## src/hdl/dcbm_pkg.sv

```systemverilog
// Shared widths, register indexes and fixed-point layout for the DC-blocking
// filter and level meter. No dependencies; imported by every module of the block.
package dcbm_pkg;

    // Configuration register indexes.
    localparam int CFG_IDX_W  = 1;
    localparam logic [CFG_IDX_W-1:0] REG_POLE = 1'b0;
    localparam logic [CFG_IDX_W-1:0] REG_GAIN = 1'b1;
    localparam int CFG_DATA_W = 16;

    localparam int SAMPLE_W = 16;
    localparam int POLE_W   = 16;
    localparam int GAIN_W   = 5;
    localparam int ROOT_W   = 16;
    localparam int RAD_W    = 2 * ROOT_W;

    // Filter state y is signed Q25.16 in 42 bits.
    localparam int Y_W      = 42;
    localparam int FRAC_W   = 16;
    // The feedback product is formed from a low unsigned slice and a high signed slice.
    localparam int Y_SPLIT  = 26;

    // Shared multiplier: signed 17 x signed 32.
    localparam int MUL_A_W  = 17;
    localparam int MUL_B_W  = 32;
    localparam int PROD_W   = MUL_A_W + MUL_B_W;

    localparam logic [POLE_W-1:0] POLE_RESET = 16'd65208;
    localparam logic [GAIN_W-1:0] GAIN_RESET = 5'd4;

    typedef logic signed [SAMPLE_W-1:0] sample_t;
    typedef logic        [ROOT_W-1:0]   level_t;

endpackage

```

## src/hdl/dcbm_divsqrt.sv

```systemverilog
// Iterative unit for the frame RMS: restoring division of the square sum by the
// sample count, then a digit-by-digit square root. Uses dcbm_pkg.
module dcbm_divsqrt #(
    parameter int SUM_W = 40,
    parameter int CNT_W = 10
) (
    input  logic                  clk,
    input  logic                  rst_n,
    input  logic                  start,
    input  logic [SUM_W-1:0]      dividend,
    input  logic [CNT_W-1:0]      divisor,
    output logic                  done,
    output dcbm_pkg::level_t      root
);
    import dcbm_pkg::*;

    localparam int DV_W     = (SUM_W > RAD_W) ? SUM_W : RAD_W;
    localparam int SQ_REM_W = ROOT_W + 4;
    localparam int SUB_W    = (CNT_W + 1 > SQ_REM_W) ? CNT_W + 1 : SQ_REM_W;
    localparam int ITER_W   = $clog2(DV_W);

    localparam logic [1:0] P_IDLE = 2'd0;
    localparam logic [1:0] P_DIV  = 2'd1;
    localparam logic [1:0] P_SQRT = 2'd2;

    logic [1:0]        phase_reg;
    logic              done_reg;
    logic [DV_W-1:0]   dvd_reg;
    logic [CNT_W-1:0]  dsr_reg;
    logic [SUB_W-1:0]  rem_reg;
    logic [ROOT_W-1:0] root_reg;
    logic [ITER_W-1:0] iter_reg;

    logic [SUB_W-1:0]  trial;
    logic [SUB_W-1:0]  sub_b;
    logic [SUB_W:0]    diff;
    logic              ge;
    logic [SUB_W-1:0]  rem_next;

    // One subtractor serves both the division and the root steps.
    always_comb
    begin
        unique case (phase_reg)
            P_DIV:
            begin
                trial = {rem_reg[SUB_W-2:0], dvd_reg[DV_W-1]};
                sub_b = SUB_W'(dsr_reg);
            end
            P_SQRT:
            begin
                trial = {rem_reg[SUB_W-3:0], dvd_reg[RAD_W-1:RAD_W-2]};
                sub_b = SUB_W'({root_reg, 2'b01});
            end
            default:
            begin
                trial = '0;
                sub_b = '0;
            end
        endcase
        diff     = {1'b0, trial} - {1'b0, sub_b};
        ge       = ~diff[SUB_W];
        rem_next = ge ? diff[SUB_W-1:0] : trial;
    end

    always_ff @(posedge clk or negedge rst_n)
    begin
        if (!rst_n)
        begin
            phase_reg <= P_IDLE;
            done_reg  <= 1'b0;
        end
        else
        begin
            done_reg <= 1'b0;
            unique case (phase_reg)
                P_IDLE:
                begin
                    if (start)
                    begin
                        phase_reg <= P_DIV;
                    end
                end
                P_DIV:
                begin
                    if (iter_reg == '0)
                    begin
                        phase_reg <= P_SQRT;
                    end
                end
                P_SQRT:
                begin
                    if (iter_reg == '0)
                    begin
                        phase_reg <= P_IDLE;
                        done_reg  <= 1'b1;
                    end
                end
                default:
                begin
                    phase_reg <= P_IDLE;
                end
            endcase
        end
    end

    always_ff @(posedge clk)
    begin
        unique case (phase_reg)
            P_IDLE:
            begin
                if (start)
                begin
                    dvd_reg  <= DV_W'(dividend);
                    dsr_reg  <= divisor;
                    rem_reg  <= '0;
                    iter_reg <= ITER_W'(DV_W - 1);
                end
            end
            P_DIV:
            begin
                // The dividend shifts out at the top while quotient bits shift in below.
                dvd_reg <= {dvd_reg[DV_W-2:0], ge};
                if (iter_reg == '0)
                begin
                    rem_reg  <= '0;
                    root_reg <= '0;
                    iter_reg <= ITER_W'(ROOT_W - 1);
                end
                else
                begin
                    rem_reg  <= rem_next;
                    iter_reg <= iter_reg - 1'b1;
                end
            end
            P_SQRT:
            begin
                dvd_reg  <= {dvd_reg[DV_W-3:0], 2'b00};
                rem_reg  <= rem_next;
                root_reg <= {root_reg[ROOT_W-2:0], ge};
                iter_reg <= iter_reg - 1'b1;
            end
            default:
            begin
                rem_reg <= '0;
            end
        endcase
    end

    assign done = done_reg;
    assign root = root_reg;

endmodule

```

## src/hdl/dc_block_gain_rms_peak_meter_top.sv

```systemverilog
// DC-blocking high-pass filter with gain, saturation and a per-frame RMS and peak meter.
// Depends on dcbm_pkg and dcbm_divsqrt.
//
// Usage: PCM words enter on the input channel (sample_in, last_in_frame) with
// in_valid/in_ready. Each accepted word gives exactly one output word (sample_out,
// frame_done, frame_rms, frame_peak) on out_valid/out_ready. frame_done marks the
// word that closes a frame, either by last_in_frame or because the frame has reached
// MAX_FRAME words; only then do frame_rms and frame_peak carry data, otherwise zero.
// The pole and gain registers are written through cfg_wr_en/cfg_index/cfg_data; the
// user must write them only while the block is idle, the block does not enforce it.
// Processing: a word runs through one shared 17x32 multiplier four times
// (two halves of the feedback product, gain, square); it is loaded into the output
// register in the same cycle as in_ready returns, and a new word is accepted only
// after the last one has been loaded there. A frame's last word also runs the
// iterative divider and square root, one bit or one digit a cycle.
// Reset clears the filter history, the frame statistics and the output valid flag and
// loads the default pole and gain; no sweep is needed afterwards. When the receiver
// stalls, the finished word waits in the output register while the next word is
// accepted and processed; that word then waits until the register frees.
module dc_block_gain_rms_peak_meter_top #(
    parameter int MAX_FRAME = 512
) (
    input  logic                                clk,
    input  logic                                rst_n,
    input  logic                                in_valid,
    output logic                                in_ready,
    input  dcbm_pkg::sample_t                   sample_in,
    input  logic                                last_in_frame,
    output logic                                out_valid,
    input  logic                                out_ready,
    output dcbm_pkg::sample_t                   sample_out,
    output logic                                frame_done,
    output dcbm_pkg::level_t                    frame_rms,
    output dcbm_pkg::level_t                    frame_peak,
    input  logic                                cfg_wr_en,
    input  logic [dcbm_pkg::CFG_IDX_W-1:0]      cfg_index,
    input  logic [dcbm_pkg::CFG_DATA_W-1:0]     cfg_data
);
    import dcbm_pkg::*;

    localparam int CNT_W = $clog2(MAX_FRAME + 1);
    localparam int SUM_W = CNT_W + 2 * (SAMPLE_W - 1);
    localparam int SQ_W  = 2 * (SAMPLE_W - 1) + 1;

    localparam logic [3:0] S_IDLE = 4'd0;
    localparam logic [3:0] S_MLO  = 4'd1;
    localparam logic [3:0] S_MHI  = 4'd2;
    localparam logic [3:0] S_FILT = 4'd3;
    localparam logic [3:0] S_GAIN = 4'd4;
    localparam logic [3:0] S_SAT  = 4'd5;
    localparam logic [3:0] S_SQR  = 4'd6;
    localparam logic [3:0] S_ACC  = 4'd7;
    localparam logic [3:0] S_WAIT = 4'd8;
    localparam logic [3:0] S_OUT  = 4'd9;

    logic [3:0]               state_reg, state_next;
    logic [POLE_W-1:0]        pole_reg;
    logic [GAIN_W-1:0]        gain_reg;
    logic signed [SAMPLE_W-1:0] xprev_reg;
    logic signed [Y_W-1:0]    yprev_reg;
    logic [SUM_W-1:0]         sum_reg;
    logic [SAMPLE_W-1:0]      peak_reg;
    logic [CNT_W-1:0]         cnt_reg;

    logic signed [SAMPLE_W-1:0] x_reg;
    logic                     last_reg;
    logic signed [PROD_W-1:0] prod_reg;
    logic [Y_W-1:0]           lo_reg;
    logic signed [SAMPLE_W-1:0] s_reg;
    logic [SAMPLE_W-1:0]      mag_reg;
    logic                     end_reg;
    logic [SAMPLE_W-1:0]      fpeak_reg;

    logic                     out_valid_reg;
    logic signed [SAMPLE_W-1:0] sample_out_reg;
    logic                     frame_done_reg;
    logic [ROOT_W-1:0]        frame_rms_reg;
    logic [ROOT_W-1:0]        frame_peak_reg;

    logic signed [MUL_A_W-1:0] mul_a;
    logic signed [MUL_B_W-1:0] mul_b;
    logic signed [PROD_W-1:0]  mul_p;

    logic signed [57:0]       fb_full;
    logic signed [Y_W-1:0]    fb_shift;
    logic signed [SAMPLE_W:0] dx;
    logic signed [Y_W+1:0]    y_wide;
    logic signed [Y_W-1:0]    y_next;
    logic signed [MUL_B_W-1:0] y_clamp;
    logic signed [PROD_W-1:0] p_bias;
    logic signed [PROD_W-FRAC_W-1:0] t_int;
    logic signed [SAMPLE_W-1:0] s_next;
    logic [SAMPLE_W-1:0]      mag_next;
    logic [SUM_W-1:0]         sum_next;
    logic [CNT_W-1:0]         cnt_next;
    logic [SAMPLE_W-1:0]      peak_next;
    logic                     frame_end;
    logic                     out_free;
    logic                     ds_start;
    logic                     ds_done;
    logic [ROOT_W-1:0]        ds_root;

    // Shared multiplier operand selection.
    always_comb
    begin
        unique case (state_reg)
            S_MLO:
            begin
                mul_a = $signed({1'b0, pole_reg});
                mul_b = $signed({{(MUL_B_W - Y_SPLIT){1'b0}}, yprev_reg[Y_SPLIT-1:0]});
            end
            S_MHI:
            begin
                mul_a = $signed({1'b0, pole_reg});
                mul_b = MUL_B_W'($signed(yprev_reg[Y_W-1:Y_SPLIT]));
            end
            S_GAIN:
            begin
                mul_a = $signed({{(MUL_A_W - GAIN_W){1'b0}}, gain_reg});
                mul_b = y_clamp;
            end
            S_SQR:
            begin
                mul_a = $signed({1'b0, mag_reg});
                mul_b = $signed({{(MUL_B_W - SAMPLE_W){1'b0}}, mag_reg});
            end
            default:
            begin
                mul_a = '0;
                mul_b = '0;
            end
        endcase
    end

    assign mul_p = mul_a * mul_b;

    // Filter update: R*y_prev rounded toward minus infinity, plus the input difference.
    always_comb
    begin
        fb_full  = $signed({prod_reg[MUL_B_W-1:0], {Y_SPLIT{1'b0}}})
                 + $signed({{(58 - Y_W){1'b0}}, lo_reg});
        fb_shift = fb_full[57:FRAC_W];
        dx       = $signed({x_reg[SAMPLE_W-1], x_reg}) - $signed({xprev_reg[SAMPLE_W-1], xprev_reg});
        y_wide   = $signed({{(Y_W + 2 - SAMPLE_W - 1 - FRAC_W){dx[SAMPLE_W]}}, dx, {FRAC_W{1'b0}}})
                 + $signed({{2{fb_shift[Y_W-1]}}, fb_shift});
        if (y_wide[Y_W+1:Y_W-1] == 3'b000 || y_wide[Y_W+1:Y_W-1] == 3'b111)
        begin
            y_next = y_wide[Y_W-1:0];
        end
        else if (y_wide[Y_W+1])
        begin
            y_next = $signed({1'b1, {(Y_W-1){1'b0}}});
        end
        else
        begin
            y_next = $signed({1'b0, {(Y_W-1){1'b1}}});
        end
    end

    // Any y outside 32 bits saturates the output for every nonzero gain, so it is
    // clamped before the gain multiply.
    always_comb
    begin
        if (yprev_reg[Y_W-1:MUL_B_W-1] == '0 || yprev_reg[Y_W-1:MUL_B_W-1] == '1)
        begin
            y_clamp = yprev_reg[MUL_B_W-1:0];
        end
        else if (yprev_reg[Y_W-1])
        begin
            y_clamp = $signed({1'b1, {(MUL_B_W-1){1'b0}}});
        end
        else
        begin
            y_clamp = $signed({1'b0, {(MUL_B_W-1){1'b1}}});
        end
    end

    // Truncate the gained value toward zero, saturate, and take its magnitude.
    always_comb
    begin
        p_bias = prod_reg + $signed({{(PROD_W - FRAC_W){1'b0}}, {FRAC_W{prod_reg[PROD_W-1]}}});
        t_int  = p_bias[PROD_W-1:FRAC_W];
        if (t_int[PROD_W-FRAC_W-1:SAMPLE_W-1] == '0 || t_int[PROD_W-FRAC_W-1:SAMPLE_W-1] == '1)
        begin
            s_next = t_int[SAMPLE_W-1:0];
        end
        else if (t_int[PROD_W-FRAC_W-1])
        begin
            s_next = $signed({1'b1, {(SAMPLE_W-1){1'b0}}});
        end
        else
        begin
            s_next = $signed({1'b0, {(SAMPLE_W-1){1'b1}}});
        end
        mag_next = s_next[SAMPLE_W-1] ? (~s_next + 1'b1) : s_next;
    end

    // Frame statistics.
    always_comb
    begin
        sum_next  = sum_reg + SUM_W'(prod_reg[SQ_W-1:0]);
        cnt_next  = cnt_reg + 1'b1;
        peak_next = (mag_reg > peak_reg) ? mag_reg : peak_reg;
        frame_end = last_reg || (cnt_next >= CNT_W'(MAX_FRAME));
    end

    assign out_free = ~out_valid_reg | out_ready;
    assign ds_start = (state_reg == S_ACC) && frame_end;

    always_comb
    begin
        state_next = state_reg;
        unique case (state_reg)
            S_IDLE:  if (in_valid) state_next = S_MLO;
            S_MLO:   state_next = S_MHI;
            S_MHI:   state_next = S_FILT;
            S_FILT:  state_next = S_GAIN;
            S_GAIN:  state_next = S_SAT;
            S_SAT:   state_next = S_SQR;
            S_SQR:   state_next = S_ACC;
            S_ACC:   state_next = frame_end ? S_WAIT : S_OUT;
            S_WAIT:  if (ds_done) state_next = S_OUT;
            S_OUT:   if (out_free) state_next = S_IDLE;
            default: state_next = S_IDLE;
        endcase
    end

    always_ff @(posedge clk or negedge rst_n)
    begin
        if (!rst_n)
        begin
            state_reg     <= S_IDLE;
            pole_reg      <= POLE_RESET;
            gain_reg      <= GAIN_RESET;
            xprev_reg     <= '0;
            yprev_reg     <= '0;
            sum_reg       <= '0;
            peak_reg      <= '0;
            cnt_reg       <= '0;
            out_valid_reg <= 1'b0;
        end
        else
        begin
            state_reg <= state_next;
            if (cfg_wr_en)
            begin
                unique case (cfg_index)
                    REG_POLE: pole_reg <= cfg_data[POLE_W-1:0];
                    REG_GAIN: gain_reg <= cfg_data[GAIN_W-1:0];
                    default:  pole_reg <= pole_reg;
                endcase
            end
            if (state_reg == S_FILT)
            begin
                xprev_reg <= x_reg;
                yprev_reg <= y_next;
            end
            if (state_reg == S_ACC)
            begin
                if (frame_end)
                begin
                    sum_reg  <= '0;
                    peak_reg <= '0;
                    cnt_reg  <= '0;
                end
                else
                begin
                    sum_reg  <= sum_next;
                    peak_reg <= peak_next;
                    cnt_reg  <= cnt_next;
                end
            end
            if (state_reg == S_OUT && out_free)
            begin
                out_valid_reg <= 1'b1;
            end
            else if (out_ready)
            begin
                out_valid_reg <= 1'b0;
            end
        end
    end

    always_ff @(posedge clk)
    begin
        prod_reg <= mul_p;
        if (state_reg == S_IDLE && in_valid)
        begin
            x_reg    <= sample_in;
            last_reg <= last_in_frame;
        end
        if (state_reg == S_MHI)
        begin
            lo_reg <= prod_reg[Y_W-1:0];
        end
        if (state_reg == S_SAT)
        begin
            s_reg   <= s_next;
            mag_reg <= mag_next;
        end
        if (state_reg == S_ACC)
        begin
            end_reg   <= frame_end;
            fpeak_reg <= peak_next;
        end
        if (state_reg == S_OUT && out_free)
        begin
            sample_out_reg <= s_reg;
            frame_done_reg <= end_reg;
            frame_rms_reg  <= end_reg ? ds_root : '0;
            frame_peak_reg <= end_reg ? fpeak_reg : '0;
        end
    end

    dcbm_divsqrt #(
        .SUM_W (SUM_W),
        .CNT_W (CNT_W)
    ) u_divsqrt (
        .clk      (clk),
        .rst_n    (rst_n),
        .start    (ds_start),
        .dividend (sum_next),
        .divisor  (cnt_next),
        .done     (ds_done),
        .root     (ds_root)
    );

    assign in_ready   = (state_reg == S_IDLE);
    assign out_valid  = out_valid_reg;
    assign sample_out = sample_out_reg;
    assign frame_done = frame_done_reg;
    assign frame_rms  = frame_rms_reg;
    assign frame_peak = frame_peak_reg;

endmodule

```

## config.mk

```make
export PLATFORM = sky130hd
export DESIGN_NAME = dc_block_gain_rms_peak_meter_top
export DESIGN_NICKNAME = d
export VERILOG_FILES = /design/src/hdl/dcbm_pkg.sv /design/src/hdl/dcbm_divsqrt.sv /design/src/hdl/dc_block_gain_rms_peak_meter_top.sv
export SDC_FILE = /design/constraint.sdc
export NUM_CORES = 2
export LEC_CHECK = 0
export BUFFER_PORTS_ARGS = -buffer_cell sky130_fd_sc_hd__buf_4
export CORE_MARGIN = 10
export CORE_UTILIZATION = 56
export DETAILED_ROUTE_END_ITERATION = 6
export PLACE_DENSITY = 0.69
export SLEW_MARGIN = 15
export SYNTH_ARGS = -nofsm -noshare
export SYNTH_HDL_FRONTEND = slang
export SYNTH_SLANG_ARGS = --single-unit
```

## constraint.sdc

```tcl
create_clock -name clk -period 21.4 [get_ports clk]
set_input_delay 1.07 -clock clk [delete_from_list [all_inputs] [get_ports clk]]
set_output_delay 1.07 -clock clk [all_outputs]
set_load 0.01 [all_outputs]
```

==> results.yml <==
status:
  status: "finished, violations left"
  violations: "DRC"
critical_path:
  cpPeakStageDelay_ns: 1.01
  end_kind: "flop"
  critPathKind: "flop to flop"
  cp.required_ns: 21.86
  r2r_end: "prod_reg[40]"
  critPathSlowestCell: "a2111oi_0"
  cp.arrival_ns: 11.19
  cp_max_fo: 30
  crit_top_cell: "fa_1"
  r2r_slack_ns: 10.67
  r2r_cells: 28
  reg2reg_from: "state_reg[3]"
  worst_setup_path_start_kind: "flop"
finish:
  fin_nets: 5345
  final_common_cell: "inv_1"
  drive_above_1_share_pct: 7.40
  fill_cells: 6403
  mostFrequentLayoutCells: "inv_1 (736), nand2_1 (508), fa_1 (494), nor2_1 (416), ha_1 (260)"
  largest_reg_flops: 49
  area_growth_pct: 7.79
  fin_util_pct: 61.1
floorplanning:
  die_area_um2: 87000
  die_h_um: 295
  io_pins: 90
  start_util_pct: 56.7
  core-area_um2: 74700
  die_x_um: 295
  rows: 100
power:
  p_per_area_nw_per_um2: 137
  leakage_nw: 20.8
  ir_drop_v: 0.0000996
  total_power_mw: 6.27
cts:
  clock_latency_ns: 0.63
  hold_buffers: 0
  post_cts_buffers: 0
  cts_inserted_buffers: 50
  htreeDepth: 2
  cts_tree: "yes"
  cts-root-buf: "clkbuf_16"
  cts_num_sinks: 433
  clockBufferDepth: 3
  clk_pin_slew_ns: 0.06
  post_cts_resized: 0
yosys:
  synth_top_family_by_area: "adder cells"
  avgSynthCellArea_um2: 9.30
  synthCells: 4556
  synth_edf_count: 231
  synth_compound_area_share_pct: 13.1
  ys_ff_latch: 433
  yosys_warnings: 0
  synthArstFlopShare_pct: 35.3
  synth_nets: 5351
  yosys_most_used_dff: "edfxtp_1"
  synth_fa_ha_area_share_pct: 31.2
  synth_seq_area_share_pct: 27.8
  synth_xor_area_share_pct: 3.83
  synth.distinct_cells: 99
  synth.area.mux_share_pct: 1.48
  synthSimpleGateAreaFrac_pct: 14.2
  syn_area_um2: 42400
routing:
  top_layer_used: "met5"
  wl_met3_um: 9610
  wl_met1_um: 48400
  wl_per_cell_um: 20.8
  drt_iter0_markers: 2816
  ant_nets: 0
  firstDrtPassIters: 7
  viasPerCell: 5.87
  finalWirelength_um: 116000
  post-route-drc-count: 16
  num_vias: 32600
  met2_length_um: 52800
min_path:
  hp-class: "input port to asynchronous set/reset pin"
place:
  gp_congestion: 0.950
  place_ws_ns: 10.98
  port_buffers: 89
  dpl.hpwl_um: 89300
grt:
  globalRouteOverflowTotal: 0
  grt_pass1_vias: 32200
  grt_pass1_wl_um: 183000
  grt_max_degree: 69
  grt_use_total_pct: 26.8
  antenna_found_initial: 1
timing:
  final_max_slew_viol_count: 0
  relSlewSlack_pct: 19.8
  finalHoldViolCount: 0
  clock.fmax_ghz: 0.0932
  skew_ns: 0.0560
  worst_pin_slew_ns: 1.20
  min_period_ns: 10.73
  setup_viol: 0
  min_period_over_period_pct: 50.1
  fin_tns_setup_ns: 0
  fin_ws_ns: 10.67
  rsz0062_at_grt: "no"
run:
  maxCapViolations: 0
## final cells by class
cell class                      count  area (µm²)  area share, %
Multi-Input combinational cell   3190       27100           59.4
Sequential cell                   433       11800           25.8
Inverter                          736        2760           6.05
Clock buffer                       56        1320           2.88
Tap cell                          969        1210           2.66
Timing Repair Buffer              139        1050           2.29
Clock inverter                     38         430          0.943
Antenna cell                        1        2.50        0.00548
## per-layer routing
layer	up-vias	GRT usage, %
met4	2	10.2
met3	293	4.77
li1	15000	-
met1	16000	36.4
met2	1330	42.5
met5	-	0
## power by group
group          leakage [nW]  internal (mW)  switching [mW]  total (mW)
clock network         0.852          0.522           0.382       0.904
logic                  15.5           1.43            2.55        3.97
registers              4.49           1.16           0.235        1.39
## worst max-delay path: cells and delay by family, from the launching register on
kind,cells,cell delay [ns]
AOI/OAI and AO/OA,8,2.73
adders and majority gates,7,3.36
buffers and inverters,3,0.14
DFF,1,0.55
and+or+nand+nor,10,3.74
## cells in the mapped netlist (all sizes together), types with 32 or more instances
cell type / n / area [µm²]
a21o: 76 / 572
a21oi: 200 / 1000
a22o: 79 / 692
a22oi: 49 / 373
and2: 76 / 477
and3: 37 / 233
clkbuf: 173 / 672
dfrtp: 141 / 3530
dfxtp: 49 / 981
edfxtp: 231 / 6940
fa: 494 / 9890
ha: 262 / 3280
inv: 736 / 2760
mux2: 36 / 405
nand2: 508 / 1910
nand3: 67 / 340
nand4: 32 / 200
nor2: 418 / 1570
nor2b: 32 / 200
nor3: 52 / 270
o21a: 33 / 248
o21ai: 224 / 1120
xnor2: 132 / 1160
xor2: 53 / 464
## per-stage QoR
step                      cell area [µm²]  cells  hold WS, ns
after floorplan                     42400   4556        0.400
after global placement              43900   5467        0.401
after detailed placement            43900   5467        0.405
after CTS                           45600   5561        0.361
after global routing                45700   5561        0.382
final                               45700   5562        0.377
## worst max path at each step
stage	startpoint	endpoint	slack, ns
detailed placement	state_reg[3]	prod_reg[40]	10.98
floorplan	state_reg[1]	prod_reg[40]	13.07
global placement	state_reg[3]	prod_reg[40]	11.21
global route	state_reg[3]	prod_reg[40]	10.24
CTS	state_reg[3]	prod_reg[40]	10.92
finish	state_reg[3]	prod_reg[40]	10.67
## cells by family (layout without fill, tap and decap cells)
family,count (synthesis),in the layout
other cells,0,1
buf+inv,933,969
xor+xnor,185,185
flops,433,433
compound gates,856,856
mux,58,58
simple gates,1331,1331
fa+ha+maj,760,760
Power figures use the tool's default switching activity.
